File: config.mk
export PLATFORM = sky130hd
export DESIGN_NAME = binarize_dilate_2x2_unit
export DESIGN_NICKNAME = d
export VERILOG_FILES = /design/src/rtl/bdl_pkg.sv /design/src/rtl/bdl_ram.sv /design/src/rtl/bdl_queue.sv /design/src/rtl/bdl_front.sv /design/src/rtl/bdl_back.sv /design/src/rtl/binarize_dilate_2x2_unit.sv
export SDC_FILE = /design/constraint.sdc
export NUM_CORES = 1
export LEC_CHECK = 0
export BUFFER_PORTS_ARGS = -buffer_cell sky130_fd_sc_hd__buf_2
export CAP_MARGIN = 5
export CORE_ASPECT_RATIO = 0.6
export CORE_UTILIZATION = 35
export DETAILED_ROUTE_END_ITERATION = 8
export PLACE_DENSITY_LB_ADDON = 0.12
export REMOVE_ABC_BUFFERS = 1
export SKIP_CTS_REPAIR_TIMING = 1
export SKIP_LAST_GASP = 1
export SYNTH_ARGS = -nofsm -noshare
export SYNTH_HDL_FRONTEND = slang
export SYNTH_HIERARCHICAL = 1
export SYNTH_SLANG_ARGS = --single-unit
File: constraint.sdc
create_clock -name clk -period 6.8 [get_ports clk]
set_clock_uncertainty 0.2 [all_clocks]
set_input_delay 1.02 -clock clk [delete_from_list [all_inputs] [get_ports clk]]
set_output_delay 1.02 -clock clk [all_outputs]
set_load 0.005 [all_outputs]
File: src/rtl/bdl_pkg.sv
// ----------------------------------------------------------------------------
// bdl_pkg
// Shared widths, reset values, register indexes and types for the
// binarize / 2x2 dilation unit.
// ----------------------------------------------------------------------------
package bdl_pkg;

  localparam int PIX_W         = 8;
  localparam int ROW_W         = 12;
  localparam int OUT_COL_W     = 5;
  localparam int HGT_W         = 13;
  localparam int WID_W         = 6;
  localparam int CFG_IDX_W     = 2;
  localparam int CFG_DATA_W    = 13;
  localparam int MAX_WIDTH_DEF = 32;
  localparam int QUEUE_DEPTH   = 2;

  localparam logic [PIX_W-1:0] THRESH_RESET = 8'd127;
  localparam logic [PIX_W-1:0] PIX_ON       = 8'd255;
  localparam logic [PIX_W-1:0] PIX_OFF      = 8'd0;
  localparam logic [HGT_W-1:0] HEIGHT_RESET = 13'd20;
  localparam logic [HGT_W-1:0] MAX_HEIGHT   = 13'd4096;
  localparam logic [WID_W-1:0] WIDTH_RESET  = 6'd20;

  typedef enum logic [CFG_IDX_W-1:0] {
    CFG_THRESHOLD    = 2'd0,
    CFG_FRAME_HEIGHT = 2'd1,
    CFG_FRAME_WIDTH  = 2'd2
  } cfg_reg_t;

  // Classified request handed from front to back (column travels alongside).
  typedef struct packed {
    logic             pix_bit;
    logic             bank;
    logic             last_col;
    logic             last_row;
    logic [ROW_W-1:0] row;
  } bdl_item_t;

  typedef enum logic [2:0] {
    B_IDLE,
    B_READ,
    B_CALC,
    B_EMIT,
    B_FLUSH
  } back_state_t;

endpackage

File: src/rtl/bdl_ram.sv
// ----------------------------------------------------------------------------
// bdl_ram
// Generic RAM: one write port, two read ports, registered read data.
// ----------------------------------------------------------------------------
module bdl_ram #(
  parameter int WIDTH = 1,
  parameter int DEPTH = 64
) (
  input  logic                     clk,
  input  logic                     we,
  input  logic [$clog2(DEPTH)-1:0] waddr,
  input  logic [WIDTH-1:0]         wdata,
  input  logic [$clog2(DEPTH)-1:0] raddr_a,
  output logic [WIDTH-1:0]         rdata_a,
  input  logic [$clog2(DEPTH)-1:0] raddr_b,
  output logic [WIDTH-1:0]         rdata_b
);

  logic [WIDTH-1:0] mem_r [DEPTH];

  always_ff @(posedge clk) begin
    if (we) begin
      mem_r[waddr] <= wdata;
    end
    rdata_a <= mem_r[raddr_a];
    rdata_b <= mem_r[raddr_b];
  end

endmodule

File: src/rtl/bdl_queue.sv
// ----------------------------------------------------------------------------
// bdl_queue
// Short FIFO between the front classifier and the back sequencer.
// ----------------------------------------------------------------------------
module bdl_queue #(
  parameter int WIDTH = 16,
  parameter int DEPTH = 2
) (
  input  logic             clk,
  input  logic             rst_n,
  input  logic             wr_valid,
  output logic             wr_ready,
  input  logic [WIDTH-1:0] wr_data,
  output logic             rd_valid,
  input  logic             rd_pop,
  output logic [WIDTH-1:0] rd_data
);

  localparam int PTR_W = (DEPTH > 1) ? $clog2(DEPTH) : 1;
  localparam int CNT_W = $clog2(DEPTH + 1);

  logic [WIDTH-1:0] mem_r [DEPTH];
  logic [PTR_W-1:0] wr_ptr_r, wr_ptr_nxt;
  logic [PTR_W-1:0] rd_ptr_r, rd_ptr_nxt;
  logic [CNT_W-1:0] count_r, count_nxt;
  logic             push, pop;

  assign wr_ready = (count_r != CNT_W'(DEPTH));
  assign rd_valid = (count_r != '0);
  assign rd_data  = mem_r[rd_ptr_r];
  assign push     = wr_valid && wr_ready;
  assign pop      = rd_pop && rd_valid;

  always_comb begin
    wr_ptr_nxt = wr_ptr_r;
    rd_ptr_nxt = rd_ptr_r;
    count_nxt  = count_r;
    if (push) begin
      wr_ptr_nxt = (wr_ptr_r == PTR_W'(DEPTH - 1)) ? '0 : wr_ptr_r + PTR_W'(1);
    end
    if (pop) begin
      rd_ptr_nxt = (rd_ptr_r == PTR_W'(DEPTH - 1)) ? '0 : rd_ptr_r + PTR_W'(1);
    end
    if (push && !pop) begin
      count_nxt = count_r + CNT_W'(1);
    end else if (pop && !push) begin
      count_nxt = count_r - CNT_W'(1);
    end
  end

  always_ff @(posedge clk) begin
    if (!rst_n) begin
      wr_ptr_r <= '0;
      rd_ptr_r <= '0;
      count_r  <= '0;
    end else begin
      wr_ptr_r <= wr_ptr_nxt;
      rd_ptr_r <= rd_ptr_nxt;
      count_r  <= count_nxt;
    end
  end

  always_ff @(posedge clk) begin
    if (push) begin
      mem_r[wr_ptr_r] <= wr_data;
    end
  end

  a_count_bound: assert property (@(posedge clk) disable iff (!rst_n)
    count_r <= CNT_W'(DEPTH))
    else $error("queue count beyond depth");

endmodule

File: src/rtl/bdl_front.sv
// ----------------------------------------------------------------------------
// bdl_front
// Config registers, thresholding and raster position tracking. Each pixel
// is classified (position, bank, end of row / frame) and pushed to the queue.
// ----------------------------------------------------------------------------
module bdl_front #(
  parameter int MAX_WIDTH = bdl_pkg::MAX_WIDTH_DEF
) (
  input  logic                             clk,
  input  logic                             rst_n,
  input  logic                             cfg_we,
  input  logic [bdl_pkg::CFG_IDX_W-1:0]    cfg_index,
  input  logic [bdl_pkg::CFG_DATA_W-1:0]   cfg_wdata,
  input  logic                             in_valid,
  output logic                             in_ready,
  input  logic [bdl_pkg::PIX_W-1:0]        in_pixel,
  output logic                             q_wr_valid,
  input  logic                             q_wr_ready,
  output logic [$bits(bdl_pkg::bdl_item_t)+$clog2(MAX_WIDTH)-1:0] q_wr_data
);

  import bdl_pkg::*;

  localparam int COL_W = $clog2(MAX_WIDTH);

  logic [PIX_W-1:0] thresh_r;
  logic [HGT_W-1:0] frame_height_r;
  logic [WID_W-1:0] frame_width_r;
  logic [ROW_W-1:0] row_count_r, row_count_nxt;
  logic [COL_W-1:0] col_count_r, col_count_nxt;
  logic             bank_r, bank_nxt;

  logic [ROW_W-1:0] h_last, row_cur;
  logic [COL_W-1:0] w_last, col_cur;
  logic             accept;
  bdl_item_t        item;

  assign in_ready   = q_wr_ready;
  assign q_wr_valid = in_valid;
  assign accept     = in_valid && q_wr_ready;
  assign q_wr_data  = {item, col_cur};

  always_comb begin
    if (frame_height_r == '0) begin
      h_last = '0;
    end else if (frame_height_r > MAX_HEIGHT) begin
      h_last = ROW_W'(MAX_HEIGHT - HGT_W'(1));
    end else begin
      h_last = ROW_W'(frame_height_r - HGT_W'(1));
    end
    if (frame_width_r == '0) begin
      w_last = '0;
    end else if (frame_width_r > WID_W'(MAX_WIDTH)) begin
      w_last = COL_W'(MAX_WIDTH - 1);
    end else begin
      w_last = COL_W'(frame_width_r - WID_W'(1));
    end
    row_cur = (row_count_r > h_last) ? h_last : row_count_r;
    col_cur = (col_count_r > w_last) ? w_last : col_count_r;

    item.pix_bit  = (in_pixel >= thresh_r);
    item.bank     = bank_r;
    item.last_col = (col_cur == w_last);
    item.last_row = (row_cur == h_last);
    item.row      = row_cur;

    row_count_nxt = row_count_r;
    col_count_nxt = col_count_r;
    bank_nxt      = bank_r;
    if (accept) begin
      if (item.last_col) begin
        col_count_nxt = '0;
        bank_nxt      = !bank_r;
        row_count_nxt = item.last_row ? '0 : row_cur + ROW_W'(1);
      end else begin
        col_count_nxt = col_cur + COL_W'(1);
        row_count_nxt = row_cur;
      end
    end
  end

  always_ff @(posedge clk) begin
    if (!rst_n) begin
      thresh_r       <= THRESH_RESET;
      frame_height_r <= HEIGHT_RESET;
      frame_width_r  <= WIDTH_RESET;
    end else if (cfg_we) begin
      unique case (cfg_index)
        CFG_THRESHOLD:    thresh_r       <= cfg_wdata[PIX_W-1:0];
        CFG_FRAME_HEIGHT: frame_height_r <= cfg_wdata[HGT_W-1:0];
        CFG_FRAME_WIDTH:  frame_width_r  <= cfg_wdata[WID_W-1:0];
        default: ;
      endcase
    end
  end

  always_ff @(posedge clk) begin
    if (!rst_n) begin
      row_count_r <= '0;
      col_count_r <= '0;
      bank_r      <= 1'b0;
    end else begin
      row_count_r <= row_count_nxt;
      col_count_r <= col_count_nxt;
      bank_r      <= bank_nxt;
    end
  end

endmodule

File: src/rtl/bdl_back.sv
// ----------------------------------------------------------------------------
// bdl_back
// Sequencer over the two-bank row store: writes the new bit, reads the row
// above, forms the dilated and edge results and flushes the final row.
// ----------------------------------------------------------------------------
module bdl_back #(
  parameter int MAX_WIDTH = bdl_pkg::MAX_WIDTH_DEF
) (
  input  logic                             clk,
  input  logic                             rst_n,
  input  logic                             cfg_we,
  input  logic                             q_rd_valid,
  output logic                             q_rd_pop,
  input  logic [$bits(bdl_pkg::bdl_item_t)+$clog2(MAX_WIDTH)-1:0] q_rd_data,
  output logic                             out_valid,
  input  logic                             out_ready,
  output logic [bdl_pkg::PIX_W-1:0]        out_pixel,
  output logic [bdl_pkg::ROW_W-1:0]        out_row,
  output logic [bdl_pkg::OUT_COL_W-1:0]    out_col,
  output logic                             out_last_in_run
);

  import bdl_pkg::*;

  localparam int COL_W  = $clog2(MAX_WIDTH);
  localparam int ITEM_W = $bits(bdl_item_t);
  localparam int ADDR_W = $clog2(2 * MAX_WIDTH);

  function automatic logic [ADDR_W-1:0] ram_addr(input logic bank,
                                                 input logic [COL_W-1:0] col);
    ram_addr = bank ? ADDR_W'(MAX_WIDTH) + ADDR_W'(col) : ADDR_W'(col);
  endfunction

  back_state_t      state_r, state_nxt;
  bdl_item_t        item_r, item_nxt, head_item;
  logic [COL_W-1:0] col_r, col_nxt, head_col;
  logic [COL_W-1:0] k_r, k_nxt;
  logic             prvc_r, prvc_nxt;
  logic             dil_val_r, dil_val_nxt;
  logic             cur_cm1_r, cur_cm1_nxt;
  logic             prv_cm1_r, prv_cm1_nxt;
  logic             cache_ok_r, cache_ok_nxt;
  logic             dil_pend_r, dil_pend_nxt;
  logic             edge_pend_r, edge_pend_nxt;

  logic              out_valid_r;
  logic [PIX_W-1:0]  out_pixel_r;
  logic [ROW_W-1:0]  out_row_r;
  logic [OUT_COL_W-1:0] out_col_r;
  logic              out_last_r;

  logic              we, wdata, rd_a, rd_b;
  logic [ADDR_W-1:0] waddr, raddr_a, raddr_b;

  logic              out_free, emit, emit_bit, emit_last;
  logic [ROW_W-1:0]  emit_row;
  logic [COL_W-1:0]  emit_col;
  logic              has_prev, flush, need_fix;

  assign head_item = q_rd_data[COL_W +: ITEM_W];
  assign head_col  = q_rd_data[COL_W-1:0];
  assign out_free  = !out_valid_r || out_ready;
  assign has_prev  = (item_r.row != '0);
  assign flush     = item_r.last_col && item_r.last_row;
  assign need_fix  = (head_item.row != '0) && (head_col != '0) && !cache_ok_r;

  bdl_ram #(
    .WIDTH (1),
    .DEPTH (2 * MAX_WIDTH)
  ) u_row_store (
    .clk     (clk),
    .we      (we),
    .waddr   (waddr),
    .wdata   (wdata),
    .raddr_a (raddr_a),
    .rdata_a (rd_a),
    .raddr_b (raddr_b),
    .rdata_b (rd_b)
  );

  always_comb begin
    state_nxt     = state_r;
    item_nxt      = item_r;
    col_nxt       = col_r;
    k_nxt         = k_r;
    prvc_nxt      = prvc_r;
    dil_val_nxt   = dil_val_r;
    cur_cm1_nxt   = cur_cm1_r;
    prv_cm1_nxt   = prv_cm1_r;
    cache_ok_nxt  = cache_ok_r;
    dil_pend_nxt  = dil_pend_r;
    edge_pend_nxt = edge_pend_r;
    q_rd_pop      = 1'b0;
    we            = 1'b0;
    waddr         = ram_addr(item_r.bank, col_r);
    wdata         = item_r.pix_bit;
    raddr_a       = ram_addr(item_r.bank, '0);
    raddr_b       = ram_addr(!item_r.bank, col_r - COL_W'(1));
    emit          = 1'b0;
    emit_bit      = 1'b0;
    emit_row      = item_r.row - ROW_W'(1);
    emit_col      = col_r;
    emit_last     = 1'b0;

    unique case (state_r)
      B_IDLE: begin
        if (q_rd_valid) begin
          q_rd_pop = 1'b1;
          item_nxt = head_item;
          col_nxt  = head_col;
          if (need_fix) begin
            // neighbor cache lost after a register write: reload column c-1
            raddr_a   = ram_addr(head_item.bank, head_col - COL_W'(1));
            raddr_b   = ram_addr(!head_item.bank, head_col - COL_W'(1));
            state_nxt = B_READ;
          end else begin
            we        = 1'b1;
            waddr     = ram_addr(head_item.bank, head_col);
            wdata     = head_item.pix_bit;
            raddr_a   = ram_addr(!head_item.bank, head_col);
            state_nxt = B_CALC;
          end
        end
      end
      B_READ: begin
        cur_cm1_nxt = rd_a;
        prv_cm1_nxt = rd_b;
        we          = 1'b1;
        raddr_a     = ram_addr(!item_r.bank, col_r);
        state_nxt   = B_CALC;
      end
      B_CALC: begin
        prvc_nxt      = rd_a;
        dil_val_nxt   = prv_cm1_r | rd_a | cur_cm1_r | item_r.pix_bit;
        dil_pend_nxt  = has_prev && (col_r != '0);
        edge_pend_nxt = has_prev && item_r.last_col;
        cur_cm1_nxt   = item_r.pix_bit;
        prv_cm1_nxt   = rd_a;
        cache_ok_nxt  = 1'b1;
        k_nxt         = '0;
        if ((has_prev && (col_r != '0)) || (has_prev && item_r.last_col)) begin
          state_nxt = B_EMIT;
        end else if (flush) begin
          state_nxt = B_FLUSH;
        end else begin
          state_nxt = B_IDLE;
        end
      end
      B_EMIT: begin
        if (out_free) begin
          emit = 1'b1;
          if (dil_pend_r) begin
            emit_bit     = dil_val_r;
            emit_col     = col_r - COL_W'(1);
            emit_last    = !edge_pend_r && !flush;
            dil_pend_nxt = 1'b0;
          end else begin
            emit_bit      = prvc_r;
            emit_last     = !flush;
            edge_pend_nxt = 1'b0;
          end
          if (!(dil_pend_r && edge_pend_r)) begin
            state_nxt = flush ? B_FLUSH : B_IDLE;
          end
        end
      end
      B_FLUSH: begin
        raddr_a = ram_addr(item_r.bank, k_r);
        if (out_free) begin
          emit      = 1'b1;
          emit_bit  = rd_a;
          emit_row  = item_r.row;
          emit_col  = k_r;
          emit_last = (k_r == col_r);
          if (k_r == col_r) begin
            state_nxt = B_IDLE;
          end else begin
            k_nxt   = k_r + COL_W'(1);
            raddr_a = ram_addr(item_r.bank, k_r + COL_W'(1));
          end
        end
      end
      default: state_nxt = B_IDLE;
    endcase

    if (cfg_we) begin
      cache_ok_nxt = 1'b0;
    end
  end

  always_ff @(posedge clk) begin
    if (!rst_n) begin
      state_r     <= B_IDLE;
      cache_ok_r  <= 1'b0;
      dil_pend_r  <= 1'b0;
      edge_pend_r <= 1'b0;
      out_valid_r <= 1'b0;
    end else begin
      state_r     <= state_nxt;
      cache_ok_r  <= cache_ok_nxt;
      dil_pend_r  <= dil_pend_nxt;
      edge_pend_r <= edge_pend_nxt;
      out_valid_r <= emit || (out_valid_r && !out_ready);
    end
  end

  always_ff @(posedge clk) begin
    item_r    <= item_nxt;
    col_r     <= col_nxt;
    k_r       <= k_nxt;
    prvc_r    <= prvc_nxt;
    dil_val_r <= dil_val_nxt;
    cur_cm1_r <= cur_cm1_nxt;
    prv_cm1_r <= prv_cm1_nxt;
    if (emit) begin
      out_pixel_r <= emit_bit ? PIX_ON : PIX_OFF;
      out_row_r   <= emit_row;
      out_col_r   <= OUT_COL_W'(emit_col);
      out_last_r  <= emit_last;
    end
  end

  assign out_valid       = out_valid_r;
  assign out_pixel       = out_pixel_r;
  assign out_row         = out_row_r;
  assign out_col         = out_col_r;
  assign out_last_in_run = out_last_r;

  a_pixel_binary: assert property (@(posedge clk) disable iff (!rst_n)
    out_valid_r |-> (out_pixel_r == PIX_ON || out_pixel_r == PIX_OFF))
    else $error("result pixel not binary");

  a_flush_bound: assert property (@(posedge clk) disable iff (!rst_n)
    (state_r == B_FLUSH) |-> (k_r <= col_r))
    else $error("flush column past end of row");

  a_cache_drop: assert property (@(posedge clk) disable iff (!rst_n)
    cfg_we |=> !cache_ok_r)
    else $error("neighbor cache kept across register write");

endmodule

File: src/rtl/binarize_dilate_2x2_unit.sv
// ----------------------------------------------------------------------------
// binarize_dilate_2x2_unit
// Thresholds a raster pixel stream to 0/255 and applies a 2x2 dilation,
// emitting each row one row late and flushing the last row at frame end.
// ----------------------------------------------------------------------------
// Rate: the front accepts a pixel per cycle into a two-entry queue while it
// has room; the back sequencer, bound by the single row store and its
// registered read, pops a pixel only in B_IDLE, after B_CALC and any results
// (n = 1 or 2, in B_EMIT) of the last one. The final pixel of a frame also
// runs the last-row flush, one result per column. A first pixel after a
// register write that lands mid-row below row 0 reloads its left neighbors
// in B_READ. A waiting output register stalls only the emitting states.
// ----------------------------------------------------------------------------
module binarize_dilate_2x2_unit #(
  parameter int MAX_WIDTH = bdl_pkg::MAX_WIDTH_DEF
) (
  input  logic                           clk,
  input  logic                           rst_n,
  input  logic                           cfg_we,
  input  logic [bdl_pkg::CFG_IDX_W-1:0]  cfg_index,
  input  logic [bdl_pkg::CFG_DATA_W-1:0] cfg_wdata,
  input  logic                           in_valid,
  output logic                           in_ready,
  input  logic [bdl_pkg::PIX_W-1:0]      in_pixel,
  output logic                           out_valid,
  input  logic                           out_ready,
  output logic [bdl_pkg::PIX_W-1:0]      out_pixel,
  output logic [bdl_pkg::ROW_W-1:0]      out_row,
  output logic [bdl_pkg::OUT_COL_W-1:0]  out_col,
  output logic                           out_last_in_run
);

  import bdl_pkg::*;

  localparam int Q_W = $bits(bdl_item_t) + $clog2(MAX_WIDTH);

  logic           q_wr_valid, q_wr_ready, q_rd_valid, q_rd_pop;
  logic [Q_W-1:0] q_wr_data, q_rd_data;

  bdl_front #(
    .MAX_WIDTH (MAX_WIDTH)
  ) u_front (
    .clk        (clk),
    .rst_n      (rst_n),
    .cfg_we     (cfg_we),
    .cfg_index  (cfg_index),
    .cfg_wdata  (cfg_wdata),
    .in_valid   (in_valid),
    .in_ready   (in_ready),
    .in_pixel   (in_pixel),
    .q_wr_valid (q_wr_valid),
    .q_wr_ready (q_wr_ready),
    .q_wr_data  (q_wr_data)
  );

  bdl_queue #(
    .WIDTH (Q_W),
    .DEPTH (QUEUE_DEPTH)
  ) u_queue (
    .clk      (clk),
    .rst_n    (rst_n),
    .wr_valid (q_wr_valid),
    .wr_ready (q_wr_ready),
    .wr_data  (q_wr_data),
    .rd_valid (q_rd_valid),
    .rd_pop   (q_rd_pop),
    .rd_data  (q_rd_data)
  );

  bdl_back #(
    .MAX_WIDTH (MAX_WIDTH)
  ) u_back (
    .clk             (clk),
    .rst_n           (rst_n),
    .cfg_we          (cfg_we),
    .q_rd_valid      (q_rd_valid),
    .q_rd_pop        (q_rd_pop),
    .q_rd_data       (q_rd_data),
    .out_valid       (out_valid),
    .out_ready       (out_ready),
    .out_pixel       (out_pixel),
    .out_row         (out_row),
    .out_col         (out_col),
    .out_last_in_run (out_last_in_run)
  );

endmodule

==> summary.txt, run 1 <==
first-pass GRT wire length -> 51100 um
R2R Path Start -> u_front/frame_height_r[0]
worst skew pair latency -> 0.53 ns
final worst-path cycle share -> 87.1%
Starting Density -> 36.2%
total wire length -> 32900 um
VDD IR max -> 0.000164 V
fraction of layout cells with a size suffix above 1 -> 15.5%
via-per-instance ratio -> 5.48
DP HPWL -> 24400 um
cts bufs inserted -> 24
CTS tree -> yes
Power Density -> 391 nW/um2
CP Max Fanout -> 19
Remaining Overflow, GRT -> 0
Data arrival, critical path -> 6.14 ns
I/O Pins -> 56
Antenna Cells -> 0
Die H -> 148 um
Logic pwr share -> 41.8%
Post-synth EDFFs -> 155
Worst setup EP type -> flip-flop
commonest non-fill, non-tap cell in the layout -> edfxtp_1
max-capacitance violation count -> 0
R2R Path End -> u_front/row_count_r[10]
dpl cells -> 1632
GP Congestion -> 0.838
clock network fraction of design power -> 22.8%
DRC viols -> 0
internal power -> 0.00333 W
asr flop ratio synth -> 0%
Routed WL per cell -> 19.6 um
Switch Pwr -> 0.00206 W
Clock transition at path regs -> 0.06 ns
switching power share of the total -> 38.2%
most frequent cells in the layout -> edfxtp_1 (155), nand2_1 (120), nor2_1 (116)
Seq cells post-synth -> 214
Leakage -> 4.90 nW
critical path type -> flip-flop to flip-flop
top_reg_cell synth -> edfxtp_1
initial drt markers -> 825
synthesized instance count -> 1168
H-tree depth -> 1
worst reg-to-reg setup slack -> 0.88 ns
Slew HR -> 26.3%
vias in the first global route -> 8311
yosys warns -> 6
sequential share of power -> 35.4%
crit path time final -> 5.92 ns
largest net degree at the start of global routing -> 65
Setup crit start -> u_front/frame_height_r[0]
worst reg2reg path depth -> 18
Synth cell types -> 91
initial antenna violation count -> 0
status -> complete, no violations
count of pins over their slew limit -> 0
CP Capture Point -> u_front/row_count_r[10]
GRT Resource Usage Total -> 18.3%
Finish-stage setup viols -> 0
TritonCTS Sinks -> 214
Die X -> 245 um
Core Footprint -> 34300 um2
mapped cell area -> 12400 um2
# rows -> 52
CTS max path bufs -> 3
hold depth -> 2
RSZ-0062 raised after global routing -> false
TritonRoute pass-1 iters -> 5
Final nets -> 1262
Least-Margin Pin Slew -> 1.11 ns
worst hold path class -> flip-flop to flip-flop
vias -> 9175
Final Hold Viols -> 0
Mapped Avg Cell Area -> 10.6 um2
Antenna Nets Post-Route -> 0
PortBufs -> 55
Cell Count, Final, Fillers Out -> 1675
register area share after synthesis -> 47.1%
area grow syn2layout -> 11.0%
CTS Root Cell -> clkbuf_16
die area -> 36200 um2
Critical Path RT -> 7.02 ns
fmax -> 169 MHz
Setup TNS -> 0 ns
crit path launch type -> flip-flop
[through the flow]
| stage | area, um2 | hold WS, ns | total power (W) | setup WS [ns] | util [%] |
|---|---|---|---|---|---|
| 6_report | 13800 | 0.277 | 0.00538 | 0.877 | 40.2 |
| 5_1_grt | 13800 | 0.282 | 0.00569 | 0.193 | 40.2 |
| 4_1_cts | 13800 | 0.267 | 0.00542 | 0.806 | 40.1 |
| 3_5_place_dp | 13000 | 0.263 | 0.00416 | 0.812 | 38.0 |
| 3_3_place_gp | 13000 | 0.259 | 0.00416 | 1.04 | 38.0 |
| 2_1_floorplan | 12000 | 0.241 | 0.00339 | 0.836 | - |
[cells by family (layout without fill, tap and decap cells)]
group	Yosys count	count (layout)	share of synthesized area, %
mux	88	88	10.8
buf+inv	116	164	4.51
compound gates	220	220	12.3
simple gates	449	449	18.5
fa+ha+maj	36	36	3.61
flops	214	214	47.1
xor+xnor	45	45	3.18
[area by class of cell]
type / count / area (um2)
sequential: 214 / 5840
tap: 459 / 574
fill: 3308 / 20500
multi-input combinational: 838 / 6030
clock buffer: 28 / 637
inverter: 47 / 176
timing repair buffer: 74 / 418
clock inverter: 15 / 98.8
[flip-flops by register name, summed over array words and instances (netlist names), 2 cells and up, named ones only]
register,count
u_queue/mem_r,42
u_back/u_row_store/mem_r,64
u_back/out_row,12
u_back/state_r,3
u_back/k_r,5
u_back/item_r,16
u_front/frame_height_r,13
u_front/col_count_r,5
u_back/col_r,5
u_front/thresh_r,8
u_queue/count_r,2
u_front/frame_width_r,6
u_front/row_count_r,12
u_back/out_col,5
[cells in the mapped netlist (5+ instances only)]
master	number	area, um2
buf_2	12	60.1
or3_1	7	43.8
ha_1	35	438
inv_1	47	176
o21a_1	6	45.0
xor2_1	21	184
mux4_1	8	210
a21oi_1	46	230
buf_4	12	90.1
a21o_1	14	105
nor4_1	11	68.8
o22ai_1	6	37.5
nor2_1	116	435
a22o_1	9	78.8
buf_6	5	56.3
nor3_1	32	160
mux2i_1	29	290
mux2_2	27	304
edfxtp_1	155	4650
dfxtp_1	59	1180
or4_1	6	45.0
nand2b_1	12	75.1
mux4_2	24	541
a31oi_1	7	43.8
xnor2_1	24	210
and2_1	18	113
nand2_1	120	450
nor3b_1	10	75.1
a211oi_1	9	67.6
o21ai_0	38	190
and3_1	6	37.5
o211ai_1	16	120
nor2b_1	14	87.6
nand3_1	36	180
clkbuf_1	36	135
nand4_1	16	100
a21boi_0	16	120
nand3b_1	12	90.1
[worst max-delay path: stages, from the launching register on]
cell and delay, ns:
dfxtp_1 0.39, inv_1 0.10, ha_1 0.22, nor4b_1 0.58, nand4_1 0.47, o21ai_0 0.66, o21ai_0 0.30, inv_1 0.11
ha_1 0.14, nand4_1 0.14, a211o_1 0.30, a31oi_2 0.76, nor2_1 0.08, a21oi_1 0.27, ha_1 0.26, and2_0 0.31
nand3_1 0.11, a21o_1 0.20, a22o_1 0.22
[power groups by stage]
| stage | sequential, W | combinational [W] | clock (W) |
|---|---|---|---|
| after floorplan | 0.00188 | 0.00151 | 0 |
| after detailed placement | 0.00193 | 0.00223 | 0 |
| final | 0.00190 | 0.00225 | 0.00123 |
| after global routing | 0.00193 | 0.00244 | 0.00132 |
| after global placement | 0.00193 | 0.00223 | 0 |
| after CTS | 0.00190 | 0.00224 | 0.00128 |
[layer usage]
| metal | vias up | track usage, % | wire [um] |
|---|---|---|---|
| li1 | 4425 | - | - |
| met5 | - | 0 | 0 |
| met1 | 4434 | 32.7 | 18700 |
| met3 | 24 | 3.30 | 2370 |
| met2 | 292 | 21.5 | 11500 |
| met4 | 0 | 2.56 | 328 |
[worst min-delay path by stage]
stage | start | to | slack, ns
2_1_floorplan | u_front/thresh_r[0] | u_front/thresh_r[0] | 0.24
3_3_place_gp | u_front/thresh_r[7] | u_front/thresh_r[7] | 0.26
3_5_place_dp | u_front/thresh_r[7] | u_front/thresh_r[7] | 0.26
4_1_cts | u_front/bank_r | u_queue/mem_r[0][19] | 0.27
5_1_grt | u_front/thresh_r[7] | u_front/thresh_r[7] | 0.28
6_report | u_front/thresh_r[7] | u_front/thresh_r[7] | 0.28
Note: power is estimated with default switching activity, not from simulation.
==> inputs of run 2 (changes only) <==
--- a/config.mk
+++ b/config.mk
@@ -11,6 +11,7 @@
 export CORE_UTILIZATION = 35
 export DETAILED_ROUTE_END_ITERATION = 8
 export PLACE_DENSITY_LB_ADDON = 0.12
+export RECOVER_POWER = 50
 export REMOVE_ABC_BUFFERS = 1
 export SKIP_CTS_REPAIR_TIMING = 1
 export SKIP_LAST_GASP = 1
==> run 2 against run 1 <==
Effect of this change: the run now ends with max-capacitance violations, max-slew violations left; flip-flop and latch count did not move; non-clock buffer count did not move; first-iteration DRC count rose by 5.7%; register-to-register slack barely moved; via count rose by 0.75%; sequential share of layout area rose by 0.19 points; die area did not move; highest routed layer unchanged.
==> summary.txt, run 2 (synthesized netlist as in run 1, its figures left out) <==
max incr delay on CP -> 0.75 ns
Finish-stage setup viols -> 0
initial drt markers -> 872
Routed WL per cell -> 19.7 um
die area -> 36200 um2
Critical Path RT -> 7.07 ns
Data arrival, critical path -> 6.21 ns
vias -> 9244
CP Max Fanout -> 19
TritonRoute pass-1 iters -> 6
first-pass GRT wire length -> 51100 um
final worst-path cycle share -> 87.2%
Remaining Overflow, GRT -> 0
failing checks -> max-capacitance violations, max-slew violations
Worst Min Path Start -> u_front/thresh_r[7]
worst skew pair latency -> 0.53 ns
critical path cell sequence -> inv_1 > ha_1 > nor4b_1 > nand4_1 > o21ai_0 > o21ai_0 > inv_1 > ha_1 > nand4_1 > a211o_1 > a31oi_2 > mux2_2 > ha_1 > and2_0 > and3_1 > o211ai_1 > a22o_1
Worst setup EP type -> flip-flop
Setup TNS -> 0 ns
Starting Density -> 36.2%
H-tree depth -> 1
register with the most flip-flops -> u_back/u_row_store/mem_r
Slew HR -> -33.3%
Clock transition at path regs -> 0.06 ns
Final Hold Viols -> 0
Buffers & Inverters on Critical Path -> 2
Tot Pwr -> 0.00537 W
largest net degree at the start of global routing -> 65
status -> finished, violations left
cts bufs inserted -> 24
crit path launch type -> flip-flop
Least-Margin Pin Slew -> 2.00 ns
Setup crit start -> u_front/frame_height_r[0]
most frequent cells in the layout -> edfxtp_1 (155), nand2_1 (120), nor2_1 (116)
final hold slack -> 0.280 ns
DRC viols -> 0
Core Footprint -> 34300 um2
top cell family by delay on the critical path -> compound AO/OA/AOI/OAI gates
fmax -> 169 MHz
count of pins over their slew limit -> 97
vias in the first global route -> 8311
Worst path slowest cell -> a31oi_2
CTS max path bufs -> 3
Final nets -> 1262
TritonCTS Sinks -> 214
Die H -> 148 um
Die X -> 245 um
crit path time final -> 5.93 ns
via-per-instance ratio -> 5.52
Antenna Nets Post-Route -> 0
I/O Pins -> 56
fraction of layout cells with a size suffix above 1 -> 12.4%
GP Congestion -> 0.838
CTS tree -> yes
GRT Resource Usage Total -> 18.3%
most frequent CP cell -> ha_1
Leakage -> 4.86 nW
CTS Root Cell -> clkbuf_16
max-capacitance violation count -> 3
area grow syn2layout -> 10.5%
# rows -> 52
initial antenna violation count -> 0
PortBufs -> 55
worst hold path class -> flip-flop to flip-flop
total wire length -> 33000 um
top flop regs -> u_back/u_row_store/mem_r x64, u_queue/mem_r x42, u_back/item_r x16
VDD IR max -> 0.000163 V
critical path type -> flip-flop to flip-flop
number of flip-flops in the largest register -> 64
commonest non-fill, non-tap cell in the layout -> edfxtp_1
RSZ-0062 raised after global routing -> false
R2R Path Start -> u_front/frame_height_r[0]
Antenna Cells -> 0
Power Density -> 392 nW/um2
DP HPWL -> 24400 um
## run 2: per-layer routing
layer  track usage, %  routed length [um]  share of wire, %
met1             32.7               18800                57
met2             21.5               11500                35
met3             3.30                2380               7.2
met4             2.56                 328              0.99
met5                0                   0                 0
## run 2: worst min-delay path, cell delays in order, from the launching register on
cell and delay, ns:
dfxtp_1 0.31, nand2_1 0.06, a21boi_0 0.07
## run 2: power by group
part	leakage (nW)	internal (W)	switching [W]
combinational	2.58	0.000875	0.00136
clock	0.369	0.000706	0.000527
sequential	1.91	0.00173	0.000176
## run 2: area by class of cell
type	instances	area, um2
fill	3321	20600
multi-input combinational	838	5990
clock inverter	15	98.8
sequential	214	5840
tap	459	574
inverter	47	176
clock buffer	28	637
timing repair buffer	74	392
## run 2: final timing paths
path,endpoint,slack (ns),cells past startpoint
setup / recovery,u_front/row_count_r[10],0.87,17
hold / removal,u_front/thresh_r[7],0.28,2
setup reg to reg,u_front/row_count_r[10],0.87,17
hold reg to reg,u_front/thresh_r[7],0.28,2
## run 2: metrics by stage
| stage | utilization (%) | instance area, um2 | setup WS, ns | cells |
|---|---|---|---|---|
| floorplan | - | 12000 | 0.836 | 1099 |
| global placement | 38.0 | 13000 | 1.04 | 1632 |
| detailed placement | 38.0 | 13000 | 0.812 | 1632 |
| CTS | 40.1 | 13800 | 0.806 | 1675 |
| global route | 40.0 | 13700 | 0.193 | 1675 |
| finish | 40.0 | 13700 | 0.867 | 1675 |
==> inputs of run 3 (changes only) <==
--- a/config.mk
+++ b/config.mk
@@ -5,6 +5,7 @@
 export SDC_FILE = /design/constraint.sdc
 export NUM_CORES = 1
 export LEC_CHECK = 0
+export ABC_AREA = 1
 export BUFFER_PORTS_ARGS = -buffer_cell sky130_fd_sc_hd__buf_2
 export CAP_MARGIN = 5
 export CORE_ASPECT_RATIO = 0.6
==> run 3 against run 2 <==
Effect of this change: the flow still finishes with violations (max-capacitance violations, max-slew violations); die area is 3.7% higher; fmax up 24%; final area increased by 2.5%; largest cell class is now sequential cells.
==> summary.txt, run 3 <==
Die H -> 151 um
most frequent cells in the layout -> nand2_1 (461), nand3_1 (200), nor2_1 (172)
Post-synth EDFFs -> 155
worst hold path class -> flip-flop to flip-flop
final hold slack -> 0.264 ns
RSZ-0062 raised after global routing -> false
yosys warns -> 6
Clock transition at path regs -> 0.06 ns
post-synth top area cell -> edfxtp_1
area grow syn2layout -> 9.15%
Final Util -> 39.4%
dpl cells -> 2068
largest cells by area after synthesis -> edfxtp_1 (36%), nand2_1 (13%), dfxtp_1 (9.2%), nand3_1 (7.7%), nor2_1 (4.9%)
GRT Resource Usage Total -> 18.0%
CTS max path bufs -> 3
Cell Count, Final, Fillers Out -> 2112
register area -> 5840 um2
Synth cell types -> 51
worst reg-to-reg setup slack -> 2.02 ns
Core Footprint -> 35600 um2
TritonCTS Sinks -> 214
DRC viols -> 0
commonest non-fill, non-tap cell in the layout -> nand2_1
total wire length -> 33800 um
synthesized instance count -> 1594
number of flip-flops in the largest register -> 64
H-tree depth -> 1
most common cell in the netlist -> nand2_1
GP Congestion -> 0.879
CTS tree -> yes
post-placement cell area -> 13400 um2
Worst setup EP type -> flip-flop
status -> finished, violations left
initial drt markers -> 915
top flop regs -> u_back/u_row_store/mem_r x64, u_queue/mem_r x42, u_back/item_r x16
Data arrival, critical path -> 5.02 ns
PortBufs -> 55
vias -> 10500
Die X -> 250 um
asr flop ratio synth -> 0%
Power Density -> 449 nW/um2
crit path time final -> 4.78 ns
Leakage -> 5.94 nW
VDD IR max -> 0.000238 V
Multi-input gate area -> 5800 um2
worst skew pair latency -> 0.54 ns
TritonRoute pass-1 iters -> 5
vias in the first global route -> 9228
Antenna Nets Post-Route -> 0
CTS Root Cell -> clkbuf_16
Final Hold Viols -> 0
final worst-path cycle share -> 70.3%
fmax -> 209 MHz
Remaining Overflow, GRT -> 0
Final nets -> 1690
failing checks -> max-capacitance violations, max-slew violations
crit path launch type -> flip-flop
I/O Pins -> 56
Routed WL per cell -> 16.0 um
die area -> 37600 um2
Synth top area share -> 36.2%
synth cell count leaders -> nand2_1 (455), nand3_1 (199), nor2_1 (169), inv_1 (165), edfxtp_1 (155)
cts bufs inserted -> 24
largest net degree at the start of global routing -> 65
count of pins over their slew limit -> 106
DP HPWL -> 24900 um
filler cell count -> 3642
Setup TNS -> 0 ns
Mapped Avg Cell Area -> 8.07 um2
critical path type -> flip-flop to flip-flop
Finish-stage setup viols -> 0
register with the most flip-flops -> u_back/u_row_store/mem_r
fraction of layout cells with a size suffix above 1 -> 9.97%
Starting Density -> 36.1%
fin area -> 14000 um2
Antenna Cells -> 0
Critical Path RT -> 7.04 ns
top_reg_cell synth -> edfxtp_1
Least-Margin Pin Slew -> 1.92 ns
Seq cells post-synth -> 214
# rows -> 53
via-per-instance ratio -> 4.96
first-pass GRT wire length -> 53000 um
mapped cell area -> 12900 um2
max-capacitance violation count -> 4
register area share after synthesis -> 45.4%
initial antenna violation count -> 0
Slew HR -> -28.2%
CP Max Fanout -> 33
==> run 3: path summary, 6_finish.rpt <==
| check | startpoint | endpoint | depth (start not counted) |
|---|---|---|---|
| max reg2reg | flip-flop | u_back/u_row_store/rdata_a | 21 |
| max | flip-flop | u_back/u_row_store/rdata_a | 21 |
| min | u_front/thresh_r[7] | u_front/thresh_r[7] | 2 |
| min reg2reg | u_front/thresh_r[7] | u_front/thresh_r[7] | 2 |
==> run 3: where the power goes <==
part           switching, W  leakage, nW  internal, W
clock network      0.000567        0.383     0.000771
registers          0.000161         1.92      0.00178
logic               0.00218         3.64     0.000856
==> run 3: through the flow <==
stage          power (W)  setup slack (ns)
4_1_cts          0.00639              2.03
6_report         0.00631              2.02
3_5_place_dp     0.00502              2.06
5_1_grt          0.00679              1.58
2_1_floorplan    0.00409              1.28
3_3_place_gp     0.00501              2.09
==> run 3: cells by family after synthesis <==
group / Yosys count / synth area share [%]
AND/OR/NAND/NOR: 911 / 31.5
buffers and inverters: 239 / 8.75
flip-flops: 214 / 45.4
AO/OA/AOI/OAI: 147 / 6.77
adder cells (fa/ha/maj): 35 / 3.40
XOR/XNOR: 27 / 1.84
multiplexers: 21 / 2.42
==> run 3: final cells by class <==
cell class	count	share of cell area, %
clock buffers	25	4.30
clock inverters	19	1.46
inverters	186	5.12
multi-input cells	1141	41.3
flip-flops and latches	214	41.6
well taps	467	4.16
repair buffers	60	2.10
==> run 3: routing by layer <==
| layer | share of wire, % | global-route usage (%) | wire length, um | up-vias |
|---|---|---|---|---|
| li1 | - | - | - | 5321 |
| met4 | 1.4 | 3.06 | 468 | 0 |
| met1 | 56 | 30.6 | 19100 | 4794 |
| met3 | 7.9 | 3.28 | 2660 | 35 |
| met5 | 0 | 0 | 0 | - |
| met2 | 34 | 22.6 | 11600 | 325 |
==> run 3: critical path: stages (launching register included) <==
cell,delay [ns]
dfxtp_1,0.70
clkbuf_1,0.47
mux2_4,0.36
inv_1,0.08
ha_1,0.20
nand3_1,0.09
nand2_1,0.06
inv_1,0.03
nand2_1,0.20
nand2_4,0.12
nor2_1,0.21
nor2_1,0.07
nand2_1,0.87
inv_6,0.26
nand2_1,0.14
nand3_1,0.08
nand3_1,0.12
nand2_1,0.09
nand2_1,0.07
nand3_1,0.07
nand3_1,0.08
nand2_1,0.05
